===== src/rtl/mcwc_pkg.sv =====
// Shared constants, register codes and types for the multichannel window comparator.
package mcwc_pkg;

	localparam int LANES           = 4;
	localparam int OHM_W           = 16;
	localparam int CHANNELS_DEF    = 4;
	localparam int SAMPLE_BITS_DEF = 16;

	localparam int CFG_IDX_W  = 3;
	localparam int CFG_DATA_W = 64;

	localparam int IN_TDATA_W  = 72;
	localparam int OUT_TDATA_W = 8;

	localparam logic [CFG_IDX_W-1:0] REG_LOW_LIMITS  = 3'd0;
	localparam logic [CFG_IDX_W-1:0] REG_HIGH_LIMITS = 3'd1;
	localparam logic [CFG_IDX_W-1:0] REG_LOW_DELAYS  = 3'd2;
	localparam logic [CFG_IDX_W-1:0] REG_HIGH_DELAYS = 3'd3;
	localparam logic [CFG_IDX_W-1:0] REG_INVERT_MASK = 3'd4;

	typedef struct packed {
		logic [CFG_DATA_W-1:0] low_limits;
		logic [CFG_DATA_W-1:0] high_limits;
		logic [CFG_DATA_W-1:0] low_delays;
		logic [CFG_DATA_W-1:0] high_delays;
		logic [LANES-1:0]      invert_mask;
	} cfg_t;

	typedef struct packed {
		logic [OHM_W-1:0] low_limit;
		logic [OHM_W-1:0] high_limit;
		logic [OHM_W-1:0] low_delay;
		logic [OHM_W-1:0] high_delay;
		logic             invert;
	} chan_cfg_t;

endpackage


===== src/rtl/mcwc_cfg_regs.sv =====
// Configuration register bank: limits, delays and polarity mask.
module mcwc_cfg_regs (
	input  logic                              clk,
	input  logic                              arst_n,
	input  logic                              wr_en,
	input  logic [mcwc_pkg::CFG_IDX_W-1:0]    wr_index,
	input  logic [mcwc_pkg::CFG_DATA_W-1:0]   wr_data,
	output mcwc_pkg::cfg_t                    cfg
);

	mcwc_pkg::cfg_t cfg_q;

	always_ff @(posedge clk or negedge arst_n) begin
		if (!arst_n) begin
			cfg_q <= '0;
		end else if (wr_en) begin
			unique case (wr_index)
				mcwc_pkg::REG_LOW_LIMITS:  cfg_q.low_limits  <= wr_data;
				mcwc_pkg::REG_HIGH_LIMITS: cfg_q.high_limits <= wr_data;
				mcwc_pkg::REG_LOW_DELAYS:  cfg_q.low_delays  <= wr_data;
				mcwc_pkg::REG_HIGH_DELAYS: cfg_q.high_delays <= wr_data;
				mcwc_pkg::REG_INVERT_MASK: cfg_q.invert_mask <= wr_data[mcwc_pkg::LANES-1:0];
				default: ; // unmapped index, write dropped
			endcase
		end
	end

	assign cfg = cfg_q;

endmodule


===== src/rtl/mcwc_channel.sv =====
// One comparator lane: below-low and above-high qualification counters.
module mcwc_channel (
	input  logic                          clk,
	input  logic                          arst_n,
	input  logic                          en,
	input  logic [mcwc_pkg::OHM_W-1:0]    sample,
	input  mcwc_pkg::chan_cfg_t           cfg,
	input  logic                          cur_bit,
	output logic                          nxt_bit
);

	logic [mcwc_pkg::OHM_W-1:0] below_cnt_q, above_cnt_q;
	logic [mcwc_pkg::OHM_W-1:0] below_cnt_nxt, above_cnt_nxt;
	logic                       is_below, is_above;
	logic                       bit_mid;

	assign is_below = (sample < cfg.low_limit);
	assign is_above = (sample > cfg.high_limit);

	always_comb begin
		below_cnt_nxt = below_cnt_q;
		above_cnt_nxt = above_cnt_q;
		bit_mid       = cur_bit;
		nxt_bit       = cur_bit;

		// low check first
		if (is_below) begin
			if (below_cnt_q != '0) begin
				below_cnt_nxt = below_cnt_q - 1'b1;
			end else begin
				bit_mid = cfg.invert;
			end
		end else begin
			below_cnt_nxt = cfg.low_delay;
		end

		// high check last, so it wins
		nxt_bit = bit_mid;
		if (is_above) begin
			if (above_cnt_q != '0) begin
				above_cnt_nxt = above_cnt_q - 1'b1;
			end else begin
				nxt_bit = ~cfg.invert;
			end
		end else begin
			above_cnt_nxt = cfg.high_delay;
		end
	end

	always_ff @(posedge clk or negedge arst_n) begin
		if (!arst_n) begin
			below_cnt_q <= '0;
			above_cnt_q <= '0;
		end else if (en) begin
			below_cnt_q <= below_cnt_nxt;
			above_cnt_q <= above_cnt_nxt;
		end
	end

endmodule


===== src/rtl/multichannel_window_comparator.sv =====
// Top level of the multichannel time-qualified window comparator.
// Each input beat carries one resistance sample per channel plus start/stop
// requests; each input beat yields exactly one output beat with the per-channel
// alarm bits and the run flag after that beat. Start sets the run flag, stop
// clears it, stop wins when both are set. While running, a channel's output bit
// goes to 0 (1 if inverted) once its sample has stayed below the low limit for
// low_delay further beats, and to 1 (0 if inverted) once above the high limit
// for high_delay further beats; the high check decides if both fire. While
// stopped, counters and alarm bits hold. Samples saturate to SAMPLE_BITS bits
// before comparison. Throughput is one beat per clock while the output register
// is not held: the datapath is an input register, one level of compare/decrement
// logic per lane, and an output register that takes each beat once it is free;
// s_axis_tready drops only while the output register is held by m_axis_tready.
// Configuration writes are accepted every cycle and should be issued only while
// no beat is in flight.
module multichannel_window_comparator #(
	parameter int CHANNELS    = mcwc_pkg::CHANNELS_DEF,    // 1..4
	parameter int SAMPLE_BITS = mcwc_pkg::SAMPLE_BITS_DEF  // 8..16
) (
	input  logic                                 clk,
	input  logic                                 arst_n,

	// input stream
	input  logic                                 s_axis_tvalid,
	output logic                                 s_axis_tready,
	// [15:0] ohm_ch0, [31:16] ohm_ch1, [47:32] ohm_ch2, [63:48] ohm_ch3,
	// [64] start_req, [65] stop_req, [71:66] zero
	input  logic [mcwc_pkg::IN_TDATA_W-1:0]      s_axis_tdata,

	// result stream
	output logic                                 m_axis_tvalid,
	input  logic                                 m_axis_tready,
	// [3:0] alarm_bits, [4] is_running, [7:5] zero
	output logic [mcwc_pkg::OUT_TDATA_W-1:0]     m_axis_tdata,

	// configuration write channel
	input  logic                                 cfg_valid,
	output logic                                 cfg_ready,
	input  logic [mcwc_pkg::CFG_IDX_W-1:0]       cfg_index,
	input  logic [mcwc_pkg::CFG_DATA_W-1:0]      cfg_data
);

	localparam int LANES = mcwc_pkg::LANES;
	localparam int OHM_W = mcwc_pkg::OHM_W;
	localparam logic [OHM_W-1:0] SAMPLE_MAX = OHM_W'((32'd1 << SAMPLE_BITS) - 32'd1);

	// ---------------- configuration ----------------
	mcwc_pkg::cfg_t cfg;

	assign cfg_ready = 1'b1;

	mcwc_cfg_regs u_cfg_regs (
		.clk      (clk),
		.arst_n   (arst_n),
		.wr_en    (cfg_valid & cfg_ready),
		.wr_index (cfg_index),
		.wr_data  (cfg_data),
		.cfg      (cfg)
	);

	// ---------------- handshake / flow ----------------
	logic             valid_s1;
	logic             m_valid_q;
	logic             out_free;
	logic             adv_s1;
	logic             in_take;

	assign out_free      = ~m_valid_q | m_axis_tready;
	assign adv_s1        = valid_s1 & out_free;
	assign s_axis_tready = ~valid_s1 | out_free;
	assign in_take       = s_axis_tvalid & s_axis_tready;

	// ---------------- input register ----------------
	logic [OHM_W-1:0] ohm_s1 [LANES];
	logic             start_s1, stop_s1;

	always_ff @(posedge clk or negedge arst_n) begin
		if (!arst_n) begin
			valid_s1 <= 1'b0;
		end else if (s_axis_tready) begin
			valid_s1 <= s_axis_tvalid;
		end
	end

	always_ff @(posedge clk) begin
		if (in_take) begin
			for (int i = 0; i < LANES; i++) begin
				ohm_s1[i] <= s_axis_tdata[i*OHM_W +: OHM_W];
			end
			start_s1 <= s_axis_tdata[LANES*OHM_W];
			stop_s1  <= s_axis_tdata[LANES*OHM_W+1];
		end
	end

	// ---------------- run flag and lane update ----------------
	logic             run_q;
	logic             run_nxt;
	logic [LANES-1:0] out_bits_q;
	logic [LANES-1:0] out_bits_nxt;
	logic [LANES-1:0] lane_bit;
	logic             lane_en;

	// stop applied after start
	assign run_nxt = stop_s1 ? 1'b0 : (start_s1 ? 1'b1 : run_q);
	assign lane_en = adv_s1 & run_nxt;

	for (genvar ch = 0; ch < LANES; ch++) begin : g_lane
		if (ch < CHANNELS) begin : g_used
			logic [OHM_W-1:0]    sample_sat;
			mcwc_pkg::chan_cfg_t ch_cfg;

			assign sample_sat = (ohm_s1[ch] > SAMPLE_MAX) ? SAMPLE_MAX : ohm_s1[ch];

			assign ch_cfg.low_limit  = cfg.low_limits [ch*OHM_W +: OHM_W];
			assign ch_cfg.high_limit = cfg.high_limits[ch*OHM_W +: OHM_W];
			assign ch_cfg.low_delay  = cfg.low_delays [ch*OHM_W +: OHM_W];
			assign ch_cfg.high_delay = cfg.high_delays[ch*OHM_W +: OHM_W];
			assign ch_cfg.invert     = cfg.invert_mask[ch];

			mcwc_channel u_channel (
				.clk     (clk),
				.arst_n  (arst_n),
				.en      (lane_en),
				.sample  (sample_sat),
				.cfg     (ch_cfg),
				.cur_bit (out_bits_q[ch]),
				.nxt_bit (lane_bit[ch])
			);

			assign out_bits_nxt[ch] = run_nxt ? lane_bit[ch] : out_bits_q[ch];
		end else begin : g_unused
			// channel not built: bit stays low
			assign lane_bit[ch]     = 1'b0;
			assign out_bits_nxt[ch] = 1'b0;
		end
	end

	always_ff @(posedge clk or negedge arst_n) begin
		if (!arst_n) begin
			run_q      <= 1'b0;
			out_bits_q <= '0;
		end else if (adv_s1) begin
			run_q      <= run_nxt;
			out_bits_q <= out_bits_nxt;
		end
	end

	// ---------------- result register ----------------
	logic [mcwc_pkg::OUT_TDATA_W-1:0] res_q;

	always_ff @(posedge clk or negedge arst_n) begin
		if (!arst_n) begin
			m_valid_q <= 1'b0;
		end else if (out_free) begin
			m_valid_q <= valid_s1;
		end
	end

	always_ff @(posedge clk) begin
		if (adv_s1) begin
			res_q <= {{(mcwc_pkg::OUT_TDATA_W-LANES-1){1'b0}}, run_nxt, out_bits_nxt};
		end
	end

	assign m_axis_tvalid = m_valid_q;
	assign m_axis_tdata  = res_q;

	// ---------------- assertions ----------------
	// stopped beats leave the alarm bits untouched
	a_hold_when_stopped: assert property (@(posedge clk) disable iff (!arst_n)
		adv_s1 && !run_nxt |=> $stable(out_bits_q))
		else $error("alarm bits changed while stopped");

	// stop request always leaves the block stopped
	a_stop_wins: assert property (@(posedge clk) disable iff (!arst_n)
		adv_s1 && stop_s1 |=> !run_q)
		else $error("run flag set after stop request");

	// channels not built never raise a bit
	a_unused_zero: assert property (@(posedge clk) disable iff (!arst_n)
		(out_bits_q >> CHANNELS) == '0)
		else $error("alarm bit set on unused channel");

	// every processed beat shows up in the result register
	a_result_follows: assert property (@(posedge clk) disable iff (!arst_n)
		adv_s1 |=> m_axis_tvalid && (m_axis_tdata[LANES] == run_q))
		else $error("processed beat missing from result register");

	// empty input stage never back-pressures
	a_ready_when_empty: assert property (@(posedge clk) disable iff (!arst_n)
		!valid_s1 |-> s_axis_tready)
		else $error("input stalled with empty stage");

endmodule

===== config.mk =====
export PLATFORM = sky130hd
export DESIGN_NAME = multichannel_window_comparator
export DESIGN_NICKNAME = d
export VERILOG_FILES = /design/src/rtl/mcwc_pkg.sv /design/src/rtl/mcwc_cfg_regs.sv /design/src/rtl/mcwc_channel.sv /design/src/rtl/multichannel_window_comparator.sv
export SDC_FILE = /design/constraint.sdc
export NUM_CORES = 1
export LEC_CHECK = 0
export BUFFER_PORTS_ARGS = -buffer_cell sky130_fd_sc_hd__buf_2
export CAP_MARGIN = 20
export CORE_MARGIN = 5
export CORE_UTILIZATION = 37
export CTS_BUF_LIST = sky130_fd_sc_hd__clkbuf_4 sky130_fd_sc_hd__clkbuf_8
export DETAILED_ROUTE_END_ITERATION = 8
export HOLD_SLACK_MARGIN = 0.05
export MAX_ROUTING_LAYER = met4
export PLACE_DENSITY = 0.57
export SYNTH_ARGS = -nofsm -noshare
export SYNTH_HDL_FRONTEND = slang
export SYNTH_SLANG_ARGS = --single-unit

===== constraint.sdc =====
create_clock -name clk -period 4.9 [get_ports clk]
set_input_delay 0.49 -clock clk [delete_from_list [all_inputs] [get_ports clk]]
set_output_delay 0.49 -clock clk [all_outputs]
set_load 0.02 [all_outputs]

* Word-level counts from Yosys, hierarchy flattened
Memory sizes are Yosys's and may differ from the RTL's.
Index checks and enable logic that the tools add are counted.
** Storage, ports and cells
- Flip-flop bits (word level) :: 402
- RAM bits :: 64
- Word-level logic and storage cells :: 130
- Memories :: 1
** Cells by class
- Add/subtract/negate cells :: 8
- $lt $le $gt $ge :: 12
- Equal/unequal tests :: 12
- Multiplexer cells :: 44
- Bitwise operators :: 11
- Reduce and logical (&&, ||, !) cells :: 22
** Memory list
- ohm_s1 :: words 4, width 16, rd ports 4, clocked after memory_dff 0, write ports 4, line multichannel_window_comparator.sv:74 : logic [OHM_W-1:0] ohm_s1 [LANES];
** Operators with widths (number)
- 16-bit 2-to-1 mux :: 20
- 16-bit nonzero test :: 8
- 16-bit by 1-bit subtractor with 16-bit output, second input constant :: 8
- 16-bit > comparator :: 4
- 16-bit > comparator, second input constant :: 4
- 16-bit < comparator :: 4
- 2-bit AND reduction :: 13
- 1-bit 2-to-1 mux :: 24
- 2-bit != test, second input constant :: 8
- 3-bit by 2-bit == test with 1-bit output, second input constant :: 2
- 1-bit NOT :: 6
- 1-bit AND :: 3
- 3-bit by 1-bit == test with 1-bit output, second input constant :: 1
- 3-bit == test, second input constant :: 1
- 3-bit logical NOT :: 1
- 1-bit bitwise OR :: 2

* Depth between registers and ports, before layout
An unclocked memory read counts as a cell.
- Word-level depth :: 8
- Mapped depth :: 11
- Mapped depth without buffers :: 9

* Hierarchy
From an unflattened synthesis, not the netlist that was laid out.
** Second synthesis, totals
- Cell total of the unflattened synthesis :: 2105
- Area total of the unflattened synthesis :: 24367.1 um2
** By module, submodules not included
- mcwc_channel :: times used 4, cells an instance 360, area an instance 3015.4 um2, sequential area each 800.8 um2
- mcwc_cfg_regs :: times used 1, cells an instance 553, area an instance 9749.4 um2, sequential area each 6506.2 um2
- multichannel_window_comparator :: times used 1, cells an instance 112, area an instance 2556.2 um2, sequential area each 2307.2 um2

* Worst setup path after synthesis
OpenSTA, ideal clock, no wires.
- Kind :: input to register
- Start :: input m_axis_tready
- End :: memory ohm_s1[0][0] (enable)
- Library setup time :: 431 ps
- Arrival :: 2344 ps
- Setup slack :: 2125 ps
- Stages :: 2
- Buffers on the path :: 0
- Cell sequence :: nand3b_1 and2_1
** RTL lines
- start, declared :: line multichannel_window_comparator.sv:32 : input logic m_axis_tready,
- end, declared :: line multichannel_window_comparator.sv:74

==> impl_metrics.sql <==
INSERT INTO impl_metrics (metric_group, metric, value, unit) VALUES
('finish', 'fin_util', '44.4', '%'),
('floorplanning', 'design.die.area', '0.0689', 'mm2'),
('timing', 'max_slew_margin', '27.7', '%'),
('clocking', 'clk_pin_slew', '60', 'ps'),
('synth', 'top_cells_by_area_in_the_synthesized_netlist', 'dfrtp_1 (42%), edfxtp_1 (9.0%), ha_1 (7.2%)', ''),
('synth', 'synth.lib_cells_used.distinct', '80', ''),
('timing', 'layout_min_cycle_time', '3470', 'ps'),
('finish', 'final_net_count', '2808', ''),
('power', 'power.sequential.fraction', '43.6', '%'),
('synth', 'synth_enable_flop_cells', '71', ''),
('global_route', 'grt_start_max_net_pins', '125', ''),
('finish', 'area_delta_synth_final', '18.7', '%'),
('clocking', 'post-cts-setup-buffer-count', '0', ''),
('timing', 'final-max-slew-violation-count', '0', ''),
('finish', 'multi_input_comb_area', '0.0105', 'mm2'),
('setup_path', 'timing.critical_path.from_type', 'flop', ''),
('route', 'initialDrtViolationCount', '916', ''),
('route', 'vias_per_cell', '5.16', ''),
('global_route', 'first_global_vias', '18200', ''),
('flow_run', 'max_cap_viol_count', '0', ''),
('route', 'number_of_iterations_in_the_first_detailed_routing_pass', '5', ''),
('min_path', 'holdCritPathClass', 'in2reg', ''),
('clocking', 'postCtsResizedCells', '0', ''),
('setup_path', 'worst_flop_to_flop_path_startpoint', 'ohm_s1[1][15]$_DFFE_PP_', ''),
('timing', 'rsz_0062_raised_after_global_routing', 'no', ''),
('route', 'totalWireLength', '59.3', 'mm'),
('timing', 'timing.fmax', '288', 'MHz'),
('placed_design', 'dpl_worst_slack', '1440', 'ps'),
('clocking', 'htree_levels', '3', ''),
('min_path', 'hold_depth', '3', ''),
('synth', 'cell_type_with_the_largest_total_area_after_synthesis', 'dfrtp_1', ''),
('power', 'power_frac_comb', '25.6', '%'),
('synth', 'syn-mean-instance-area', '10.3', 'um2'),
('finish', 'mostFrequentLayoutCell', 'dfrtp_1', ''),
('synth', 'share_of_synthesized_flip_flops_with_an_asynchronous_set_or_reset', '84.8', '%'),
('placed_design', 'gpl.final_weighted_congestion', '0.854', ''),
('finish', 'post_route_cells_drive_above_1_share', '19.3', '%'),
('finish', 'fill_cells', '6029', ''),
('setup_path', 'critical_path_arrival', '4040', 'ps'),
('min_path', 'hold_path_startpoint', 'cfg_data[18]', ''),
('synth', 'synthDominantCellAreaShare', '41.9', '%'),
('timing', 'final_hold_viol_count', '0', ''),
('clocking', 'cts_buffers', '84', ''),
('floorplanning', 'floorplan.rows', '92', ''),
('setup_path', 'worstSetupPathType', 'reg2reg', ''),
('synth', 'synth-warning-count', '0', ''),
('outcome', 'status', 'finished, final reports clean', ''),
('floorplanning', 'dieWidth', '263', 'um'),
('synth', 'syn_area', '0.0236', 'mm2'),
('power', 'power_per_cell_area', '473', 'mW/mm2'),
('setup_path', 'path_max_fanout', '14', ''),
('setup_path', 'r2r-end', 'g_lane[1].g_used.u_channel.above_cnt_q[0]$_DFFE_PN0P_', ''),
('power', 'net-switching-power', '4.35', 'mW'),
('global_route', 'grt_pass1_wl', '96.5', 'mm'),
('timing', 'worstMarginPinSlew', '1080', 'ps'),
('clocking', 'clk_path_buf_depth', '3', ''),
('finish', 'area.sequential', '0.0120', 'mm2'),
('power', 'share_clk_of_total_power', '30.8', '%'),
('floorplanning', 'initial_utilization', '37.4', '%'),
('global_route', 'grt.overflow.total', '0', ''),
('setup_path', 'critPathCaptureType', 'flop', ''),
('timing', 'finalSetupTns', '0', 'ps'),
('route', 'route.detailed.drc', '0', ''),
('power', 'power', '13.2', 'mW'),
('global_route', 'grt_util_all_layers', '17.4', '%'),
('power', 'vdd_drop_max', '0.211', 'mV'),
('placed_design', 'buffer_ports.inserted', '144', ''),
('clocking', 'tritoncts_clock_tree', 'yes', ''),
('power', 'swShare', '32.9', '%'),
('global_route', 'grt_antenna_before_repair', '2', ''),
('timing', 'clock_skews', '22.0', 'ps');
[area by class of cell]
cell class,instances,share of cell area [%]
tap,846,3.78
inverter,190,2.55
multi-input combinational,1533,37.4
clock inverter,26,0.947
sequential,466,42.9
clock buffer,129,5.84
timing repair buffer,253,6.53
antenna,3,0.0268
[power by group through the flow]
stage                     logic (mW)  registers (mW)  clock network [mW]
after CTS                       3.39            5.77                4.22
after detailed placement        3.33            5.82                   0
after global routing            3.87            5.92                4.41
final                           3.39            5.77                4.08
after global placement          3.21            5.78                   0
after floorplan                 2.55            5.58                   0
[worst max-delay path, cell delays in order (launching register included)]
cell and delay (ps):
edfxtp_1 410, ha_1 340, nand4_1 190, nor4_1 880, o21ai_0 420, nand3_1 370
nand2_1 110, buf_4 210, or3_1 350, o211ai_1 100
[logic make-up (layout without fill, tap and decap cells)]
group	Yosys count	after routing	synth area share [%]
AO/OA/AOI/OAI	543	543	13.8
adder cells (fa/ha/maj)	136	136	7.21
buffers and inverters	291	598	4.94
flip-flops	466	466	50.9
multiplexers	210	210	9.66
other	2	7	0.0318
AND/OR/NAND/NOR	640	640	13.5
[what timing repair did]
item | in CTS | in global routing
hold buffers | 76 | 0
endpoints found under the setup margin | 0 | 0
hold endpoints to repair | 182 | 0
[Yosys cell counts (all sizes together), types with 46 or more instances]
| cell type | number |
|---|---|
| mux2i | 68 |
| dfrtp | 395 |
| nor3 | 71 |
| clkbuf | 72 |
| o21ai | 251 |
| a21oi | 110 |
| nor2 | 122 |
| nand2 | 210 |
| nand3 | 46 |
| inv | 189 |
| edfxtp | 71 |
| mux2 | 142 |
| ha | 136 |
[layer usage]
metal  vias up  routed length, um  global-route usage (%)
met4         0               1190                    4.92
met1      8682              27900                    23.1
li1       8688                  -                       -
met2       343              27700                    27.3
met5         -                  0                       -
met3        85               2520                    3.46
[through the flow]
stage                     instances  hold slack, ps  cell area [um2]
final                          3446            96.2            28000
after global routing           3446            63.5            28000
after CTS                      3441            50.6            28000
after detailed placement       3210             479            25300
after global placement         3210             472            25300
after floorplan                2290             194            23600
[state kept, by name, summed over array words and instances (netlist names)]
| signal | flops |
|---|---|
| out_bits_q | 4 |
| u_cfg_regs.cfg | 260 |
| run_q | 1 |
| g_lane.g_used.u_channel.below_cnt_q | 64 |
| ohm_s1 | 64 |
| start_s1 | 1 |
| g_lane.g_used.u_channel.above_cnt_q | 64 |
| valid_s1 | 1 |
| stop_s1 | 1 |
| m_axis_tvalid | 1 |
| m_axis_tdata | 5 |
[worst max path at each step]
stage / end / start / cells after the start / slack (ps)
5_1_grt: g_lane[2].g_used.u_channel.above_cnt_q[4]$_DFFE_PN0P_ / ohm_s1[2][14]$_DFFE_PP_ / 8 / 1160
3_5_place_dp: g_lane[1].g_used.u_channel.above_cnt_q[0]$_DFFE_PN0P_ / ohm_s1[1][15]$_DFFE_PP_ / 9 / 1440
4_1_cts: g_lane[1].g_used.u_channel.above_cnt_q[0]$_DFFE_PN0P_ / ohm_s1[1][15]$_DFFE_PP_ / 9 / 1410
6_report: g_lane[1].g_used.u_channel.above_cnt_q[0]$_DFFE_PN0P_ / ohm_s1[1][15]$_DFFE_PP_ / 9 / 1430
2_1_floorplan: ohm_s1[0][0]$_DFFE_PP_ / m_axis_tready / 2 / 2130
3_3_place_gp: g_lane[1].g_used.u_channel.above_cnt_q[0]$_DFFE_PN0P_ / ohm_s1[1][15]$_DFFE_PP_ / 9 / 1440
(Power assumes the default switching activity.)
